File: config.mk
export PLATFORM = sky130hd
export DESIGN_NAME = mtgl_pen
export DESIGN_NICKNAME = d
export VERILOG_FILES = /design/src/sv/mtgl_pkg.sv /design/src/sv/mtgl_pen.sv
export SDC_FILE = /design/constraint.sdc
export NUM_CORES = 2
export LEC_CHECK = 0
export ABC_AREA = 1
export BUFFER_PORTS_ARGS = -buffer_cell sky130_fd_sc_hd__buf_4
export CAP_MARGIN = 0
export CORE_MARGIN = 1
export CORE_UTILIZATION = 40
export DETAILED_ROUTE_END_ITERATION = 10
export GPL_ROUTABILITY_DRIVEN = 0
export GPL_TIMING_DRIVEN = 0
export PLACE_DENSITY = 0.58
export SLEW_MARGIN = 20
export SYNTH_ARGS = -nofsm -noshare
export SYNTH_HDL_FRONTEND = slang
export SYNTH_SLANG_ARGS = --single-unit
File: constraint.sdc
create_clock -name clk -period 7.86 [get_ports clk]
set_input_delay 0 -clock clk [delete_from_list [all_inputs] [get_ports clk]]
set_output_delay 0 -clock clk [all_outputs]
set_load 0.01 [all_outputs]
File: src/sv/mtgl_pkg.sv
// Shared types, codes and helpers for the markup text glyph layout block.
`default_nettype none
package mtgl_pkg;

  localparam int GLYPH_COUNT = 256;
  localparam int GLYPH_IDX_W = $clog2(GLYPH_COUNT);

  localparam logic [1:0] CMD_TEXT    = 2'd0;
  localparam logic [1:0] CMD_LOAD    = 2'd1;
  localparam logic [1:0] CMD_RESTART = 2'd2;

  localparam logic [2:0] KIND_NONE    = 3'd0;
  localparam logic [2:0] KIND_SIZE    = 3'd1;
  localparam logic [2:0] KIND_THICK   = 3'd2;
  localparam logic [2:0] KIND_COLOR   = 3'd3;
  localparam logic [2:0] KIND_RESTORE = 3'd4;

  localparam logic [7:0] CH_NL    = 8'h0A;
  localparam logic [7:0] CH_LT    = 8'h3C;
  localparam logic [7:0] CH_GT    = 8'h3E;
  localparam logic [7:0] CH_SLASH = 8'h2F;
  localparam logic [7:0] CH_S     = 8'h73;
  localparam logic [7:0] CH_T     = 8'h74;
  localparam logic [7:0] CH_C     = 8'h63;

  localparam logic [15:0] SCALE_ONE     = 16'd8192;
  localparam logic [15:0] THICK_DEFAULT = 16'd4096;
  localparam logic [31:0] COLOR_DEFAULT = 32'hFFFF_FFFF;
  localparam logic [15:0] LINE_FACTOR   = 16'd43647;  // 0.666 in Q0.16
  localparam logic [4:0]  TAG_CAP       = 5'd18;

  // level*51200/255 rounded: ((v*51200 + 127) * ceil(2^32/255)) >> 32
  localparam logic [47:0] LEVEL_MUL = 48'd862362112000;
  localparam logic [47:0] LEVEL_ADD = 48'd2139062270;

  localparam logic signed [26:0] SUM_MAX = 27'sd8388607;
  localparam logic signed [26:0] SUM_MIN = -27'sd8388608;

  typedef struct packed {
    logic [15:0] width;
    logic [15:0] height;
    logic [31:0] drop_base;   // height * LINE_FACTOR
  } mtgl_metric_t;

  typedef struct packed {
    logic [15:0] scale;
    logic [15:0] thick;
    logic [31:0] color;
  } mtgl_style_t;

  typedef struct packed {
    logic       go;
    logic [1:0] cmd;
    logic [7:0] code;
  } mtgl_step_t;

  function automatic logic [15:0] level_q13(input logic [7:0] v);
    logic [47:0] prod;
    prod = 48'(v) * LEVEL_MUL + LEVEL_ADD;
    return prod[47:32];
  endfunction

  function automatic logic signed [23:0] sat24(input logic signed [26:0] v);
    logic signed [23:0] r;
    if (v > SUM_MAX) r = 24'sh7FFFFF;
    else if (v < SUM_MIN) r = 24'sh800000;
    else r = v[23:0];
    return r;
  endfunction

endpackage
`default_nettype wire

File: src/sv/mtgl_pen.sv
// Pen position state, glyph placement and advance arithmetic.
`default_nettype none
module mtgl_pen
  import mtgl_pkg::*;
(
  input  wire logic                clk,
  input  wire logic                rst_n,
  input  mtgl_step_t               step,
  input  wire logic                emit,
  input  mtgl_metric_t             metric,
  input  wire logic [15:0]         scale,
  input  wire logic signed [23:0]  start_x,
  input  wire logic signed [23:0]  start_y,
  output logic signed [23:0]       pos_x,
  output logic signed [23:0]       pos_y
);

  logic signed [23:0] pen_x_r, pen_x_nxt;
  logic signed [23:0] pen_y_r, pen_y_nxt;

  logic signed [16:0] sdiff;
  logic signed [33:0] yprod;
  logic signed [24:0] yofs;
  logic signed [26:0] ysum;
  logic [31:0]        wprod;
  logic [23:0]        adv;
  logic signed [26:0] xsum;
  logic [47:0]        lprod;
  logic [23:0]        drop;
  logic signed [26:0] ynl;

  assign sdiff = $signed({1'b0, scale}) - $signed({1'b0, SCALE_ONE});
  assign yprod = sdiff * $signed({1'b0, metric.height});
  assign yofs  = 25'((yprod + 34'sd256) >>> 9);
  assign ysum  = 27'(pen_y_r) + 27'(yofs);

  assign wprod = metric.width * scale;
  assign adv   = 24'((33'(wprod) + 33'd256) >> 9);
  assign xsum  = 27'(pen_x_r) + $signed({3'b000, adv});

  assign lprod = metric.drop_base * scale;
  assign drop  = 24'((49'(lprod) + 49'h100_0000) >> 25);
  assign ynl   = 27'(pen_y_r) - $signed({3'b000, drop});

  assign pos_x = pen_x_r;
  assign pos_y = sat24(ysum);

  always_comb begin
    pen_x_nxt = pen_x_r;
    pen_y_nxt = pen_y_r;
    if (step.go) begin
      if (step.cmd == CMD_RESTART) begin
        pen_x_nxt = start_x;
        pen_y_nxt = start_y;
      end else if (emit) begin
        if (step.code == CH_NL) begin
          pen_x_nxt = start_x;
          pen_y_nxt = sat24(ynl);
        end else begin
          pen_x_nxt = sat24(xsum);
        end
      end
    end
  end

  always_ff @(posedge clk) begin
    if (!rst_n) begin
      pen_x_r <= '0;
      pen_y_r <= '0;
    end else begin
      pen_x_r <= pen_x_nxt;
      pen_y_r <= pen_y_nxt;
    end
  end

endmodule
`default_nettype wire

==> impl_metrics.toml <==
[status]
outcome = "complete, no violations"

[global_route]
grt_pass1_vias = 40800
grt_antenna_before_repair = 9
grt_first_pass_wirelength_microns = 234000
grt_max_degree = 15
globalRoute.totalOverflow = 0
grt_use_total_pct = 27.1

[floorplanning]
dieWidth_microns = 337
initial_utilization_pct = 40.4
design.die.area_sq_um = 114000
core_ar_sq_um = 111000
dieHeight_microns = 337
num_rows = 122
ioPinCount = 190

[setup_path]
cp-start-kind = "input pin"
timing.critical_path.required_ns = 7.86
crit-reg2reg-launch = "pos_x[0]$_SDFFE_PN0P_"
slowest_delay_ns = 0.61
worstSetupStartpoint = "scale[8]"
crit_top_cell = "sky130_fd_sc_hd__nand2_1"
cp_data_arrival_time_ns = 7.54
critical-path-top-delay-family = "adder cells"
cp_class = "input pin to output port"
endpoint_kind = "output port"
worst-path-max-fanout = 10
slowest_stage = "sky130_fd_sc_hd__clkdlybuf4s15_2"
critical_path_buf_inv_count = 9

[logic_synthesis]
syn-num-nets = 7805
synth-edff-count = 0
synthSimpleGateAreaFrac_pct = 20.1
synth_ff_type = "sky130_fd_sc_hd__dfxtp_1"
synth_adder_area_share_pct = 52.0
post_synth_main_area_contributors = "sky130_fd_sc_hd__fa_1 (40%), sky130_fd_sc_hd__inv_1 (15%), sky130_fd_sc_hd__nand2_1 (15%), sky130_fd_sc_hd__ha_1 (12%), sky130_fd_sc_hd__nor2_1 (3.0%)"
synth-compound-area-share_pct = 5.80
dominant_combinational_cell_family_by_area_after_synthesis = "adder cells"
synth_top_cell_by_area = "sky130_fd_sc_hd__fa_1"
synthXorXnorAreaFrac_pct = 2.53
synth_sequential_area_ratio_pct = 2.14
number_of_synthesized_register_bits = 48
syn_area_sq_um = 44900
synthArstFlopShare_pct = 0
synth_cells = 6333
synth_top_area_share_pct = 39.9
yosysUniqueCellTypes = 50
yosysWarningCount = 0
postSynthAreaPerCell_sq_um = 7.08
post_synth_mux_area_share_pct = 0

[place]
placedInstanceArea_sq_um = 47700
place.detailed.hpwl_microns = 128000
io_buffers = 121

[sta]
worst_pin_slew_ns = 0.833
fmax_mhz = 133
worst_case_headroom_to_the_max_slew_limit_pct = 44.5
report.final.setup_viol = 0
timing.final.max_slew_violations = 0
timing.final.crit_share_pct = 96.0
final_hold_viol_count = 0
fin_setup_tns_ns = 0
skew_ns = 0.00542
time_the_worst_path_needs_with_i_o_delays_and_setup_ns = 7.54

[cts]
clock_insertion_delay_worst_skew_ns = 0.31
path_clk_slew_ns = 0.07
cts_htree_levels = 2
clock-sinks = 48
clock-root-buffer = "sky130_fd_sc_hd__clkbuf_16"
cts_tree = "yes"
cts_inserted_buffers = 5
clock_tree.buffer_depth = 2

[finish]
final_area_sq_um = 49600
share_of_layout_cells_above_drive_strength_1_pct = 8.59
nets = 7953
synthToLayoutAreaGrowth_pct = 10.6

[route]
violation_count_after_the_first_detailed_routing_iteration = 3134
route.vias.total = 39700
route.detailed.drc = 0
first_pass_iters = 9
post_drt_wl_per_cell_microns = 18.9
detail_route.vias_per_cell = 4.99
finalWirelength_microns = 151000
final_antenna_net_count = 0

[min_path]
min_from = "start_x[23]"
worst_hold_path_type = "input pin to flop"

[run]
maxCapViolations = 0
cells by family (layout without fill, tap and decap cells):
family,Yosys count,count (layout)
compound gates,463,463
simple gates,2309,2309
fa+ha+maj,1330,1330
buf+inv,2054,2202
other cells,0,1
xor+xnor,129,129
flops,48,48
through the flow:
stage / cells / setup WS, ns / hold WS [ns] / util [%]
floorplan: 6333 / 0.694 / 0.138 / -
global placement: 7942 / -1.65 / 0.272 / 42.9
detailed placement: 7945 / -1.62 / 0.279 / 43.0
CTS: 7955 / 0.00159 / 0.0152 / 43.6
global route: 7969 / -0.0589 / 0.0235 / 44.7
finish: 7970 / 0.318 / 0.0190 / 44.7
cells in the final DEF, fill, tap and decap left out, types with 7 or more instances in the layout:
cell,count
sky130_fd_sc_hd__xnor2_1,34
sky130_fd_sc_hd__buf_6,24
sky130_fd_sc_hd__nand2_2,25
sky130_fd_sc_hd__o21bai_1,17
sky130_fd_sc_hd__nand3_2,7
sky130_fd_sc_hd__nor3_2,7
sky130_fd_sc_hd__nor3_1,36
sky130_fd_sc_hd__nor2_1,338
sky130_fd_sc_hd__a21oi_2,23
sky130_fd_sc_hd__ha_4,25
sky130_fd_sc_hd__o21a_1,15
sky130_fd_sc_hd__inv_1,1790
sky130_fd_sc_hd__nand3_1,84
sky130_fd_sc_hd__buf_4,169
sky130_fd_sc_hd__clkbuf_1,32
sky130_fd_sc_hd__xnor2_2,12
sky130_fd_sc_hd__ha_1,400
sky130_fd_sc_hd__ha_2,11
sky130_fd_sc_hd__clkbuf_4,39
sky130_fd_sc_hd__xor2_1,70
sky130_fd_sc_hd__a21oi_1,225
sky130_fd_sc_hd__a31oi_1,19
sky130_fd_sc_hd__a21o_1,12
sky130_fd_sc_hd__nand4_1,35
sky130_fd_sc_hd__dfxtp_1,48
sky130_fd_sc_hd__fa_1,887
sky130_fd_sc_hd__clkbuf_2,95
sky130_fd_sc_hd__fa_2,7
sky130_fd_sc_hd__nand2_1,1730
sky130_fd_sc_hd__o21ai_0,89
sky130_fd_sc_hd__nor2_2,17
sky130_fd_sc_hd__buf_2,29
sky130_fd_sc_hd__a21boi_0,8
sky130_fd_sc_hd__nand3b_1,7
sky130_fd_sc_hd__o21ai_1,13
cell type report:
| type | instances | area [sq um] |
|---|---|---|
| Tap cell | 1488 | 1860 |
| Buffer | 256 | 1630 |
| Sequential cell | 48 | 961 |
| Clock inverter | 2 | 60.1 |
| Inverter | 1795 | 6750 |
| Clock buffer | 5 | 125 |
| Timing Repair Buffer | 144 | 1100 |
| Fill cell | 11600 | 61400 |
| Multi-Input combinational cell | 4231 | 37100 |
| Antenna cell | 1 | 2.50 |
metal layers:
layer,global-route usage [%],vias to the layer above,wire (microns)
li1,-,18500,-
met1,36.8,19500,63900
met2,44.5,1459,68500
met3,3.66,265,12300
met4,8.31,14,5890
met5,0,-,91
cell usage after synthesis (4+ instances only):
cell type and count:
sky130_fd_sc_hd__a21boi_0 8, sky130_fd_sc_hd__a21o_1 12, sky130_fd_sc_hd__a21oi_1 247, sky130_fd_sc_hd__a31oi_1 23, sky130_fd_sc_hd__buf_1 26, sky130_fd_sc_hd__buf_2 9, sky130_fd_sc_hd__buf_4 5, sky130_fd_sc_hd__buf_6 5
sky130_fd_sc_hd__clkbuf_1 214, sky130_fd_sc_hd__dfxtp_1 48, sky130_fd_sc_hd__fa_1 894, sky130_fd_sc_hd__ha_1 436, sky130_fd_sc_hd__inv_1 1792, sky130_fd_sc_hd__nand2_1 1747, sky130_fd_sc_hd__nand2_2 10, sky130_fd_sc_hd__nand3_1 90
sky130_fd_sc_hd__nand3b_1 7, sky130_fd_sc_hd__nand4_1 35, sky130_fd_sc_hd__nor2_1 355, sky130_fd_sc_hd__nor2_2 4, sky130_fd_sc_hd__nor3_1 43, sky130_fd_sc_hd__nor4_1 8, sky130_fd_sc_hd__o211ai_1 6, sky130_fd_sc_hd__o21a_1 15
sky130_fd_sc_hd__o21ai_0 97, sky130_fd_sc_hd__o21ai_1 7, sky130_fd_sc_hd__o21ai_2 6, sky130_fd_sc_hd__o21bai_1 20, sky130_fd_sc_hd__o31ai_1 4, sky130_fd_sc_hd__xnor2_1 49, sky130_fd_sc_hd__xor2_1 79
path summary, 6_finish.rpt:
| kind | endpoint | cells past startpoint | slack, ns |
|---|---|---|---|
| worst max-delay path | pos_y[18] | 36 | 0.32 |
| worst min-delay path | pos_x[23]$_SDFFE_PN0P_ | 3 | 0.02 |
| worst max register to register | pos_x[22]$_SDFFE_PN0P_ | 17 | 4.98 |
| worst min register to register | pos_x[11]$_SDFFE_PN0P_ | 2 | 0.51 |
sequential cells by signal, summed over array words and instances, names as in the netlist:
register	flops
pen_y_r	24
pos_x	24
tightest hold or removal path, delay by kind of cell:
family                 cells  cell delay [ns]
and+or+nand+nor            1             0.08
buffers and inverters      1             0.11
AOI/OAI and AO/OA          1             0.08
timing repair:
| item | in CTS | in global routing |
|---|---|---|
| hold endpoints to repair | 1 | 0 |
| hold buffers | 2 | 0 |
| setup endpoints to repair | 72 | 71 |
| pin swaps | 3 | 36 |
| setup buffers | 2 | 16 |
| resized for setup | 195 | 501 |
Power is not shown: default switching activity piles up to over one toggle a cycle in this logic, so the estimate is an artifact.
