### config.mk
export PLATFORM = sky130hd
export DESIGN_NAME = mtgl_style
export DESIGN_NICKNAME = d
export VERILOG_FILES = /design/src/sv/mtgl_pkg.sv /design/src/sv/mtgl_style.sv
export SDC_FILE = /design/constraint.sdc
export NUM_CORES = 1
export LEC_CHECK = 0
export ABC_AREA = 1
export BUFFER_PORTS_ARGS = -buffer_cell sky130_fd_sc_hd__buf_2
export CAP_MARGIN = 25
export CORE_ASPECT_RATIO = 1.2
export CORE_UTILIZATION = 50
export DETAILED_ROUTE_END_ITERATION = 8
export HOLD_SLACK_MARGIN = 0.12
export PLACE_DENSITY = 0.65
export SLEW_MARGIN = 20
export SYNTH_ARGS = -nofsm -noshare
export SYNTH_HDL_FRONTEND = slang
export SYNTH_SLANG_ARGS = --single-unit
### constraint.sdc
create_clock -name clk -period 14.8 [get_ports clk]
set_input_delay 2.22 -clock clk [delete_from_list [all_inputs] [get_ports clk]]
set_output_delay 2.22 -clock clk [all_outputs]
set_load 0.03 [all_outputs]
### src/sv/mtgl_pkg.sv
// Shared types, codes and helpers for the markup text glyph layout block.
`default_nettype none
package mtgl_pkg;

  localparam int GLYPH_COUNT = 256;
  localparam int GLYPH_IDX_W = $clog2(GLYPH_COUNT);

  localparam logic [1:0] CMD_TEXT    = 2'd0;
  localparam logic [1:0] CMD_LOAD    = 2'd1;
  localparam logic [1:0] CMD_RESTART = 2'd2;

  localparam logic [2:0] KIND_NONE    = 3'd0;
  localparam logic [2:0] KIND_SIZE    = 3'd1;
  localparam logic [2:0] KIND_THICK   = 3'd2;
  localparam logic [2:0] KIND_COLOR   = 3'd3;
  localparam logic [2:0] KIND_RESTORE = 3'd4;

  localparam logic [7:0] CH_NL    = 8'h0A;
  localparam logic [7:0] CH_LT    = 8'h3C;
  localparam logic [7:0] CH_GT    = 8'h3E;
  localparam logic [7:0] CH_SLASH = 8'h2F;
  localparam logic [7:0] CH_S     = 8'h73;
  localparam logic [7:0] CH_T     = 8'h74;
  localparam logic [7:0] CH_C     = 8'h63;

  localparam logic [15:0] SCALE_ONE     = 16'd8192;
  localparam logic [15:0] THICK_DEFAULT = 16'd4096;
  localparam logic [31:0] COLOR_DEFAULT = 32'hFFFF_FFFF;
  localparam logic [15:0] LINE_FACTOR   = 16'd43647;  // 0.666 in Q0.16
  localparam logic [4:0]  TAG_CAP       = 5'd18;

  // level*51200/255 rounded: ((v*51200 + 127) * ceil(2^32/255)) >> 32
  localparam logic [47:0] LEVEL_MUL = 48'd862362112000;
  localparam logic [47:0] LEVEL_ADD = 48'd2139062270;

  localparam logic signed [26:0] SUM_MAX = 27'sd8388607;
  localparam logic signed [26:0] SUM_MIN = -27'sd8388608;

  typedef struct packed {
    logic [15:0] width;
    logic [15:0] height;
    logic [31:0] drop_base;   // height * LINE_FACTOR
  } mtgl_metric_t;

  typedef struct packed {
    logic [15:0] scale;
    logic [15:0] thick;
    logic [31:0] color;
  } mtgl_style_t;

  typedef struct packed {
    logic       go;
    logic [1:0] cmd;
    logic [7:0] code;
  } mtgl_step_t;

  function automatic logic [15:0] level_q13(input logic [7:0] v);
    logic [47:0] prod;
    prod = 48'(v) * LEVEL_MUL + LEVEL_ADD;
    return prod[47:32];
  endfunction

  function automatic logic signed [23:0] sat24(input logic signed [26:0] v);
    logic signed [23:0] r;
    if (v > SUM_MAX) r = 24'sh7FFFFF;
    else if (v < SUM_MIN) r = 24'sh800000;
    else r = v[23:0];
    return r;
  endfunction

endpackage
`default_nettype wire

### src/sv/mtgl_style.sv
// Inline tag parser and current size, thickness and color state.
`default_nettype none
module mtgl_style
  import mtgl_pkg::*;
(
  input  wire logic   clk,
  input  wire logic   rst_n,
  input  mtgl_step_t  step,
  output logic        emit,
  output mtgl_style_t style
);

  logic        tag_active_r, tag_active_nxt;
  logic [4:0]  tag_off_r, tag_off_nxt;
  logic [2:0]  tag_kind_r, tag_kind_nxt;
  logic [7:0]  digit_r, digit_nxt;
  logic [23:0] color_acc_r, color_acc_nxt;
  mtgl_style_t style_r, style_nxt;

  logic [4:0]  off;
  logic [4:0]  rel;
  logic [1:0]  pos;
  logic [7:0]  dig;
  logic [4:0]  close_at;

  function automatic logic [7:0] digit_step(input logic [1:0] p, input logic [7:0] acc,
                                            input logic [7:0] b);
    logic [7:0] r;
    unique case (p)
      2'd0:    r = b;
      2'd1:    r = 8'(acc * 8'd10 + b);
      default: r = 8'(acc * 8'd10 + b + 8'd48);
    endcase
    return r;
  endfunction

  assign emit  = (step.cmd == CMD_TEXT) && !tag_active_r && (step.code != CH_LT);
  assign style = style_r;

  always_comb begin
    tag_active_nxt = tag_active_r;
    tag_off_nxt    = tag_off_r;
    tag_kind_nxt   = tag_kind_r;
    digit_nxt      = digit_r;
    color_acc_nxt  = color_acc_r;
    style_nxt      = style_r;
    off            = (tag_off_r < TAG_CAP) ? tag_off_r + 5'd1 : TAG_CAP;
    rel            = off - 5'd3;
    pos            = rel[1:0];
    dig            = digit_step(pos, digit_r, step.code);
    close_at       = 5'd1;
    if (step.go) begin
      if (step.cmd == CMD_RESTART) begin
        tag_active_nxt = 1'b0;
        tag_off_nxt    = '0;
        tag_kind_nxt   = KIND_NONE;
        digit_nxt      = '0;
        color_acc_nxt  = '0;
      end else if (step.cmd == CMD_TEXT) begin
        if (tag_active_r) begin
          tag_off_nxt = off;
          if (off == 5'd1) begin
            priority if (step.code == CH_S)     tag_kind_nxt = KIND_SIZE;
            else if (step.code == CH_T)         tag_kind_nxt = KIND_THICK;
            else if (step.code == CH_C)         tag_kind_nxt = KIND_COLOR;
            else if (step.code == CH_SLASH)     tag_kind_nxt = KIND_RESTORE;
            else                                tag_kind_nxt = KIND_NONE;
          end else if (tag_kind_r == KIND_SIZE || tag_kind_r == KIND_THICK) begin
            if (off >= 5'd3 && off <= 5'd5) begin
              digit_nxt = dig;
              if (off == 5'd5) begin
                if (tag_kind_r == KIND_SIZE) style_nxt.scale = level_q13(dig);
                else style_nxt.thick = level_q13(dig);
              end
            end
          end else if (tag_kind_r == KIND_COLOR) begin
            if (off >= 5'd3 && off <= 5'd17 && pos != 2'd3) begin
              digit_nxt = dig;
              if (pos == 2'd2) begin
                if (off < 5'd17) color_acc_nxt = {color_acc_r[15:0], dig};
                else style_nxt.color = {color_acc_r, dig};
              end
            end
          end else if (tag_kind_r == KIND_RESTORE && off == 5'd2) begin
            if (step.code == CH_S) style_nxt.scale = SCALE_ONE;
            else if (step.code == CH_C) style_nxt.color = COLOR_DEFAULT;
            else if (step.code == CH_T) style_nxt.thick = THICK_DEFAULT;
          end
          unique case (tag_kind_nxt)
            KIND_SIZE, KIND_THICK: close_at = 5'd5;
            KIND_COLOR:            close_at = 5'd17;
            KIND_RESTORE:          close_at = 5'd2;
            default:               close_at = 5'd1;
          endcase
          if (step.code == CH_GT && off >= close_at) tag_active_nxt = 1'b0;
        end else if (step.code == CH_LT) begin
          tag_active_nxt = 1'b1;
          tag_off_nxt    = '0;
          tag_kind_nxt   = KIND_NONE;
          digit_nxt      = '0;
          color_acc_nxt  = '0;
        end
      end
    end
  end

  always_ff @(posedge clk) begin
    if (!rst_n) begin
      tag_active_r <= 1'b0;
      tag_off_r    <= '0;
      tag_kind_r   <= KIND_NONE;
      digit_r      <= '0;
      color_acc_r  <= '0;
      style_r      <= '{scale: SCALE_ONE, thick: THICK_DEFAULT, color: COLOR_DEFAULT};
    end else begin
      tag_active_r <= tag_active_nxt;
      tag_off_r    <= tag_off_nxt;
      tag_kind_r   <= tag_kind_nxt;
      digit_r      <= digit_nxt;
      color_acc_r  <= color_acc_nxt;
      style_r      <= style_nxt;
    end
  end

endmodule
`default_nettype wire

==> impl_metrics.yaml, run 1 <==
setup_path:
  arrival_ns: 8.33
  cp.required_ns: 15.06
  crit_path_max_fanout: 6
  critPathCaptureType: "flip-flop"
  critPathLaunchType: "input port"
  slowest_delay_ns: 0.46
  crit_type: "in -> reg"
  cpMostUsedCell: "nand2_1"
  slowest_stage: "fa_1"
floorplan:
  num_rows: 52
  die_height_um: 145
  core_um2: 16800
  dieWidth_um: 121
  io_pins: 78
  initial_utilization_pct: 50.9
  die_area_um2: 17600
cells_and_area:
  diodes: 0
  utilization_pct: 56.0
  area_growth_pct: 9.85
  stdcell_area_um2: 9390
  nNetsFinal: 1443
  finalNonFillerCells: 1551
  n_fill_cell: 1745
  drive_above_1_share_pct: 14.2
grt:
  grt_pass1_vias: 7780
  grtUsageTotal_pct: 27.2
  grt_pass1_wl_mm: 38.2
  overflow: 0
  antenna_found_initial: 0
  grt_start_max_net_pins: 42
synthesis:
  syn-num-nets: 1383
  syn-mean-instance-area_um2: 6.73
  synth_common_cells: "nand2_1 (374), inv_1 (153), a21oi_1 (123), dfxtp_1 (104), nand3_1 (85)"
  synthArstFlopShare_pct: 0
  ys_warn_count: 0
  synth_edf_count: 0
  yosysTopAreaCell: "dfxtp_1"
  synthesis.area_um2: 8550
  synth.yosys.seq_area_share_pct: 24.3
  synth_most_common_cell: "nand2_1"
  ys_ff_latch: 104
  yosysUniqueCellTypes: 49
  synth_area_leaders: "dfxtp_1 (24%), nand2_1 (16%), ha_1 (11%), a21oi_1 (7.2%), inv_1 (6.7%)"
  synthesis.instances: 1270
  synth_top_area_share_pct: 24.3
  synth_flop_cell: "dfxtp_1"
route:
  wire_per_inst_um: 14.8
  vias: 8174
  drt.antenna.violating_nets: 0
  drt-total-wl_mm: 22.9
  drc: 0
  drtIter0Drc: 537
  vias_per_cell: 5.27
  drtPass1Iterations: 5
clock_tree:
  post_cts_buffers: 0
  htree_num_levels: 3
  clk_pin_slew_ns: 0.08
  cts_buffers: 9
  worstSkewPairLatency_ns: 0.37
  cts_tree: "yes"
  ctsRootBufferMaster: "clkbuf_16"
  cts_hold_buf: 0
  clkSinkCount: 104
  post_cts_resized: 0
  clk_path_buf_depth: 2
timing:
  finalSetupViolCount: 0
  maxSlewViolCount: 0
  rsz0062_at_grt: "no"
  setup_ws_ns: 6.73
  fin_skew_ns: 0.0109
  setup_tns_ns: 0
  hold_violations: 0
  max_freq_mhz: 124
  fin_crit_sh_pct: 54.5
  holdWs_ns: 0.455
  maxSlewHeadroom_pct: 42.4
  worst_pin_slew_ns: 0.863
  post-route-min-period_ns: 8.07
placement:
  detailed_place_hpwl_mm: 18.1
  post-place-ws_ns: 6.40
  io_buffers: 77
  gp_congestion: 0.955
  dp.cells: 1535
  post_dp_cell_area_um2: 9080
power:
  powerDensity_nw_per_um2: 125
  p_switching_uw: 563
  max-vdd-ir-drop_v: 0.0000905
  p_leak_nw: 4.60
  intPower_uw: 613
  sw_frac_of_total_pct: 47.9
  seqPwrFrac_pct: 23.8
  p_total_mw: 1.18
  combinationalPowerShare_pct: 54.4
  power_frac_clock_pct: 21.8
worst_hold_path:
  hp-class: "reg -> reg"
flow_run:
  drv_cap: 0
status:
  status: "finished clean"
==> flip-flops by register name, summed over array words and instances (netlist names) <==
| name | flops |
|---|---|
| style | 64 |
| color_acc_r | 24 |
| digit_r | 7 |
| tag_off_r | 5 |
| tag_kind_r | 3 |
| tag_active_r | 1 |
==> layout by cell type, fill, tap and decap left out, types with 9 or more instances in the layout <==
master	n
nor2_1	62
nand4_1	11
nor2_2	12
inv_2	15
dfxtp_1	104
nand3_2	11
buf_2	77
nand2_2	18
clkbuf_16	9
nand3_1	85
o21ai_1	36
fa_1	22
ha_1	78
a21oi_1	123
o21ai_0	50
nor2_4	10
inv_1	153
nand2_1	374
==> layout make-up <==
cell class | instances | area, um2 | area share, %
clock inverters | 7 | 90.1 | 0.959
well taps | 216 | 270 | 2.88
repair buffers | 83 | 443 | 4.72
inverters | 169 | 637 | 6.78
multi-input cells | 963 | 5650 | 60.1
flip-flops and latches | 104 | 2080 | 22.2
clock buffers | 9 | 225 | 2.40
==> cells by family (layout without fill, tap and decap cells) <==
group                    after synthesis  count (layout)  synth area share, %
buffers and inverters                203             268                 9.63
flip-flops                           104             104                 24.3
XOR/XNOR                              14              14                 1.43
adder cells (fa/ha/maj)              100             100                 16.6
AND/OR/NAND/NOR                      619             619                 33.6
AO/OA/AOI/OAI                        230             230                 14.4
==> power groups by stage <==
stage / combinational, mW / clock (mW) / sequential, mW
after floorplan: 0.485 / 0 / 0.286
after global placement: 0.632 / 0 / 0.287
after detailed placement: 0.633 / 0 / 0.287
after CTS: 0.637 / 0.263 / 0.280
after global routing: 0.722 / 0.271 / 0.280
final: 0.639 / 0.257 / 0.280
==> final timing paths <==
| path | endpoint | slack, ns | startpoint | depth (start not counted) |
|---|---|---|---|---|
| hold / removal | style[28] | 0.46 | style[28] | 2 |
| hold reg to reg | style[28] | 0.46 | style[28] | 2 |
| setup reg to reg | style[44] | 7.95 | digit_r[1] | 33 |
| setup / recovery | style[44] | 6.73 | step[1] | 34 |
==> layer usage <==
metal  vias up  track usage (%)  share of wire, %
met5         -                0                 0
met4         0             10.5               3.2
met2       153             47.2                49
li1       4241                -                 -
met1      3737             33.6                44
met3        43             3.73               3.1
==> worst max-delay path, delay by kind of cell <==
kind                       cells  cell delay, ns
and+or+nand+nor               17            1.85
AOI/OAI and AO/OA              2            0.79
adders and majority gates      8            2.70
xor gates and xnor gates       1            0.22
buffers and inverters          6            0.53
(Power assumes the default switching activity.)
==> run 2: changes to the inputs <==
--- a/config.mk
+++ b/config.mk
@@ -12,7 +12,7 @@
 export CORE_UTILIZATION = 50
 export DETAILED_ROUTE_END_ITERATION = 8
 export HOLD_SLACK_MARGIN = 0.12
-export PLACE_DENSITY = 0.65
+export PLACE_DENSITY = 0.68
 export SLEW_MARGIN = 20
 export SYNTH_ARGS = -nofsm -noshare
 export SYNTH_HDL_FRONTEND = slang
==> constraint.sdc (replaced) <==
create_clock -name clk -period 7.3 [get_ports clk]
set_input_delay 1.095 -clock clk [delete_from_list [all_inputs] [get_ports clk]]
set_output_delay 1.095 -clock clk [all_outputs]
set_load 0.03 [all_outputs]
==> impl_metrics.yaml, run 2 (same netlist as run 1, synthesis figures left out) <==
route:
  drc: 0
  vias_per_cell: 5.30
  drtPass1Iterations: 5
  vias: 8226
  wire_per_inst_um: 14.6
  drtIter0Drc: 528
  drt.antenna.violating_nets: 0
  drt-total-wl_mm: 22.7
timing:
  post-route-min-period_ns: 6.66
  worst_pin_slew_ns: 0.886
  finalSetupViolCount: 0
  setup_tns_ns: 0
  maxSlewViolCount: 0
  rsz0062_at_grt: "no"
  fin_crit_sh_pct: 91.2
  max_freq_mhz: 150
  fin_skew_ns: 0.0183
  hold_violations: 0
  maxSlewHeadroom_pct: 40.8
cells_and_area:
  nNetsFinal: 1445
  area_growth_pct: 9.80
  final_cell_mix: "nand2_1 (374), inv_1 (153), a21oi_1 (123), dfxtp_1 (104), nand3_1 (85)"
  final_common_cell: "nand2_1"
  finalNonFillerCells: 1553
  drive_above_1_share_pct: 14.4
  largest_reg_flops: 64
  diodes: 0
setup_path:
  crit_path_max_fanout: 6
  cpMostUsedCell: "nand2_1"
  arrival_ns: 6.90
  slowest_stage: "fa_1"
  critPathLaunchType: "flip-flop"
  cp.required_ns: 7.55
  slowest_delay_ns: 0.46
  critPathCaptureType: "flip-flop"
  crit_type: "reg -> reg"
clock_tree:
  ctsRootBufferMaster: "clkbuf_16"
  cts_buffers: 9
  post_cts_resized: 0
  clk_pin_slew_ns: 0.08
  clk_path_buf_depth: 2
  cts_tree: "yes"
  post_cts_buffers: 0
  cts_hold_buf: 0
  worstSkewPairLatency_ns: 0.36
  htree_num_levels: 3
  clkSinkCount: 104
floorplan:
  dieWidth_um: 121
  io_pins: 78
  die_height_um: 145
  num_rows: 52
  initial_utilization_pct: 50.9
  die_area_um2: 17600
  core_um2: 16800
power:
  powerDensity_nw_per_um2: 250
  max-vdd-ir-drop_v: 0.000153
  p_leak_nw: 4.60
  p_total_mw: 2.35
placement:
  detailed_place_hpwl_mm: 18.0
  gp_congestion: 0.993
  dp.cells: 1537
  io_buffers: 77
grt:
  grt_pass1_wl_mm: 38.3
  grt_start_max_net_pins: 42
  grt_pass1_vias: 7999
  grtUsageTotal_pct: 27.1
  antenna_found_initial: 0
  overflow: 0
status:
  status: "finished clean"
flow_run:
  drv_cap: 0
worst_hold_path:
  hp-class: "reg -> reg"
[run 2: final cells by class]
class                   instances  area, um2
repair buffers                 85        458
multi-input cells             963       5650
fillers                      1704       7400
inverters                     169        637
well taps                     216        270
flip-flops and latches        104       2080
clock buffers                  10        239
clock inverters                 6       57.6
[run 2: critical path: cells and delay by family, from the launching register on]
family,cells,cell delay [ns]
buf+inv,5,0.55
fa+ha+maj,10,3.42
compound gates,1,0.19
flops,1,0.35
simple gates,17,1.77
xor+xnor,1,0.26
[run 2: final timing paths]
path | from | to | slack [ns] | depth (start not counted)
worst max-delay path | digit_r[1] | style[44] | 0.64 | 34
worst min-delay path | style[25] | style[25] | 0.45 | 2
worst min register to register | style[25] | style[25] | 0.45 | 2
worst max register to register | digit_r[1] | style[44] | 0.64 | 34
[run 2: power breakdown]
part | switching (mW) | internal, mW | leakage [nW]
Sequential | 0.000419 | 0.567 | 0.839
Combinational | 0.891 | 0.403 | 3.62
Clock | 0.237 | 0.248 | 0.139
[run 2: metal layers]
layer	share of wire (%)	vias up	GRT usage (%)
met4	3.2	0	10.7
met2	49	196	47.1
met1	44	3740	33.2
met5	0	-	0
met3	3.8	46	3.58
li1	-	4244	-
[run 2: metrics by stage]
| step | setup slack (ns) | area (um2) | utilization, % | hold slack [ns] |
|---|---|---|---|---|
| after floorplan | 1.04 | 8550 | - | 0.437 |
| after global placement | 0.316 | 9070 | 54.0 | 0.437 |
| after detailed placement | 0.249 | 9090 | 54.2 | 0.441 |
| after CTS | 0.596 | 9390 | 55.9 | 0.458 |
| after global routing | 0.0731 | 9390 | 55.9 | 0.472 |
| final | 0.644 | 9390 | 55.9 | 0.452 |
==> run 3: changes to the inputs <==
==> constraint.sdc (replaced) <==
create_clock -name clk -period 7.3 [get_ports clk]
set_input_delay 1.46 -clock clk [delete_from_list [all_inputs] [get_ports clk]]
set_output_delay 1.46 -clock clk [all_outputs]
set_load 0.03 [all_outputs]
==> impl_metrics.yaml, run 3 (same netlist as run 1, synthesis figures left out) <==
cells_and_area:
  area_growth_pct: 10.6
  final_cell_mix: "nand2_1 (372), inv_1 (153), a21oi_1 (122), dfxtp_1 (104), nand3_1 (85)"
  n_fill_cell: 1704
  final_common_cell: "nand2_1"
  diodes: 0
  drive_above_1_share_pct: 15.2
  utilization_pct: 56.4
  nNetsFinal: 1450
  largest_reg_flops: 64
timing:
  fin_crit_sh_pct: 93.1
  max_freq_mhz: 147
  hold_violations: 0
  post-route-min-period_ns: 6.80
  fin_skew_ns: 0.0141
  maxSlewHeadroom_pct: 38.6
  rsz0062_at_grt: "no"
  worst_pin_slew_ns: 0.922
  holdWs_ns: 0.454
  setup_tns_ns: 0
  maxSlewViolCount: 0
  finalSetupViolCount: 0
placement:
  gp_congestion: 0.987
  detailed_place_hpwl_mm: 18.1
  io_buffers: 77
setup_path:
  reg2reg_slack_ns: 0.73
  critPathLaunchType: "input port"
  crit_path_max_fanout: 6
  cp.required_ns: 7.59
  slowest_stage: "fa_1"
  critPathCaptureType: "flip-flop"
  cpMostUsedCell: "nand2_1"
  crit_type: "in -> reg"
  slowest_delay_ns: 0.53
  arrival_ns: 7.09
clock_tree:
  htree_num_levels: 3
  worstSkewPairLatency_ns: 0.36
  clkSinkCount: 104
  cts_buffers: 9
  clk_pin_slew_ns: 0.08
  clk_path_buf_depth: 2
  post_cts_buffers: 0
  ctsRootBufferMaster: "clkbuf_16"
  cts_tree: "yes"
route:
  drc: 0
  drtPass1Iterations: 5
  drtIter0Drc: 471
  wire_per_inst_um: 14.6
  drt-total-wl_mm: 22.8
  vias_per_cell: 5.32
  drt.antenna.violating_nets: 0
  vias: 8284
power:
  intPower_mw: 1.23
  power_frac_clock_pct: 20.1
  p_leak_nw: 4.63
  p_switching_mw: 1.14
  powerDensity_nw_per_um2: 251
  max-vdd-ir-drop_v: 0.000136
  p_total_mw: 2.37
  seqPwrFrac_pct: 23.9
  combinationalPowerShare_pct: 56.0
  sw_frac_of_total_pct: 48.2
grt:
  grt_pass1_vias: 7946
  overflow: 0
  grt_start_max_net_pins: 42
  grt_pass1_wl_mm: 38.5
  grtUsageTotal_pct: 27.3
  antenna_found_initial: 0
flow_run:
  drv_cap: 0
floorplan:
  core_um2: 16800
  num_rows: 52
  die_area_um2: 17600
  io_pins: 78
  dieWidth_um: 121
  initial_utilization_pct: 50.9
  die_height_um: 145
worst_hold_path:
  hp-class: "reg -> reg"
status:
  status: "finished clean"
## run 3: final timing paths
check,endpoint,cells past startpoint,start
worst max-delay path,style[62],37,step[3]
worst min-delay path,style[22],2,style[22]
worst max register to register,style[62],35,digit_r[1]
worst min register to register,style[22],2,style[22]
## run 3: layer usage
metal  track usage (%)  up-vias  part of all wire (%)
met1              34.4     3787                    44
met2              46.6      185                    49
met3              3.03       49                   3.8
met5                 0        -                     0
li1                  -     4263                     -
met4              11.4        0                   3.5
## run 3: repair_timing
action | 4_1_cts | 5_1_grt
gates resized for setup | 0 | 9
endpoints found under the setup margin | 0 | 29
hold buffers | 0 | 0
endpoints found under the hold margin | 0 | 0
## run 3: power groups by stage
| stage | combinational, mW | clock (mW) | sequential [mW] |
|---|---|---|---|
| floorplan | 0.984 | 0 | 0.581 |
| global placement | 1.29 | 0 | 0.581 |
| detailed placement | 1.29 | 0 | 0.581 |
| CTS | 1.30 | 0.485 | 0.567 |
| global route | 1.49 | 0.512 | 0.568 |
| finish | 1.33 | 0.476 | 0.568 |
## run 3: worst max-delay path: cells and delay by family
kind / cells / cell delay (ns)
simple gates: 22 / 2.24
fa+ha+maj: 5 / 2.00
compound gates: 4 / 0.57
buf+inv: 5 / 0.51
xor+xnor: 1 / 0.32
## run 3: area by class of cell
| class | count | area, um2 | share of cell area (%) |
|---|---|---|---|
| Tap cell | 216 | 270 | 2.86 |
| Multi-Input combinational cell | 963 | 5680 | 60.0 |
| Timing Repair Buffer | 90 | 503 | 5.32 |
| Sequential cell | 104 | 2080 | 22.0 |
| Inverter | 169 | 637 | 6.73 |
| Clock buffer | 10 | 229 | 2.42 |
| Clock inverter | 6 | 60.1 | 0.635 |
## run 3: per-stage QoR
step | setup WS (ns) | cell area [um2] | std cells
CTS | 0.353 | 9430 | 1558
finish | 0.500 | 9460 | 1558
global placement | 0.0977 | 9100 | 1540
floorplan | 0.675 | 8550 | 1270
global route | 0.0147 | 9460 | 1558
detailed placement | -0.0167 | 9140 | 1542
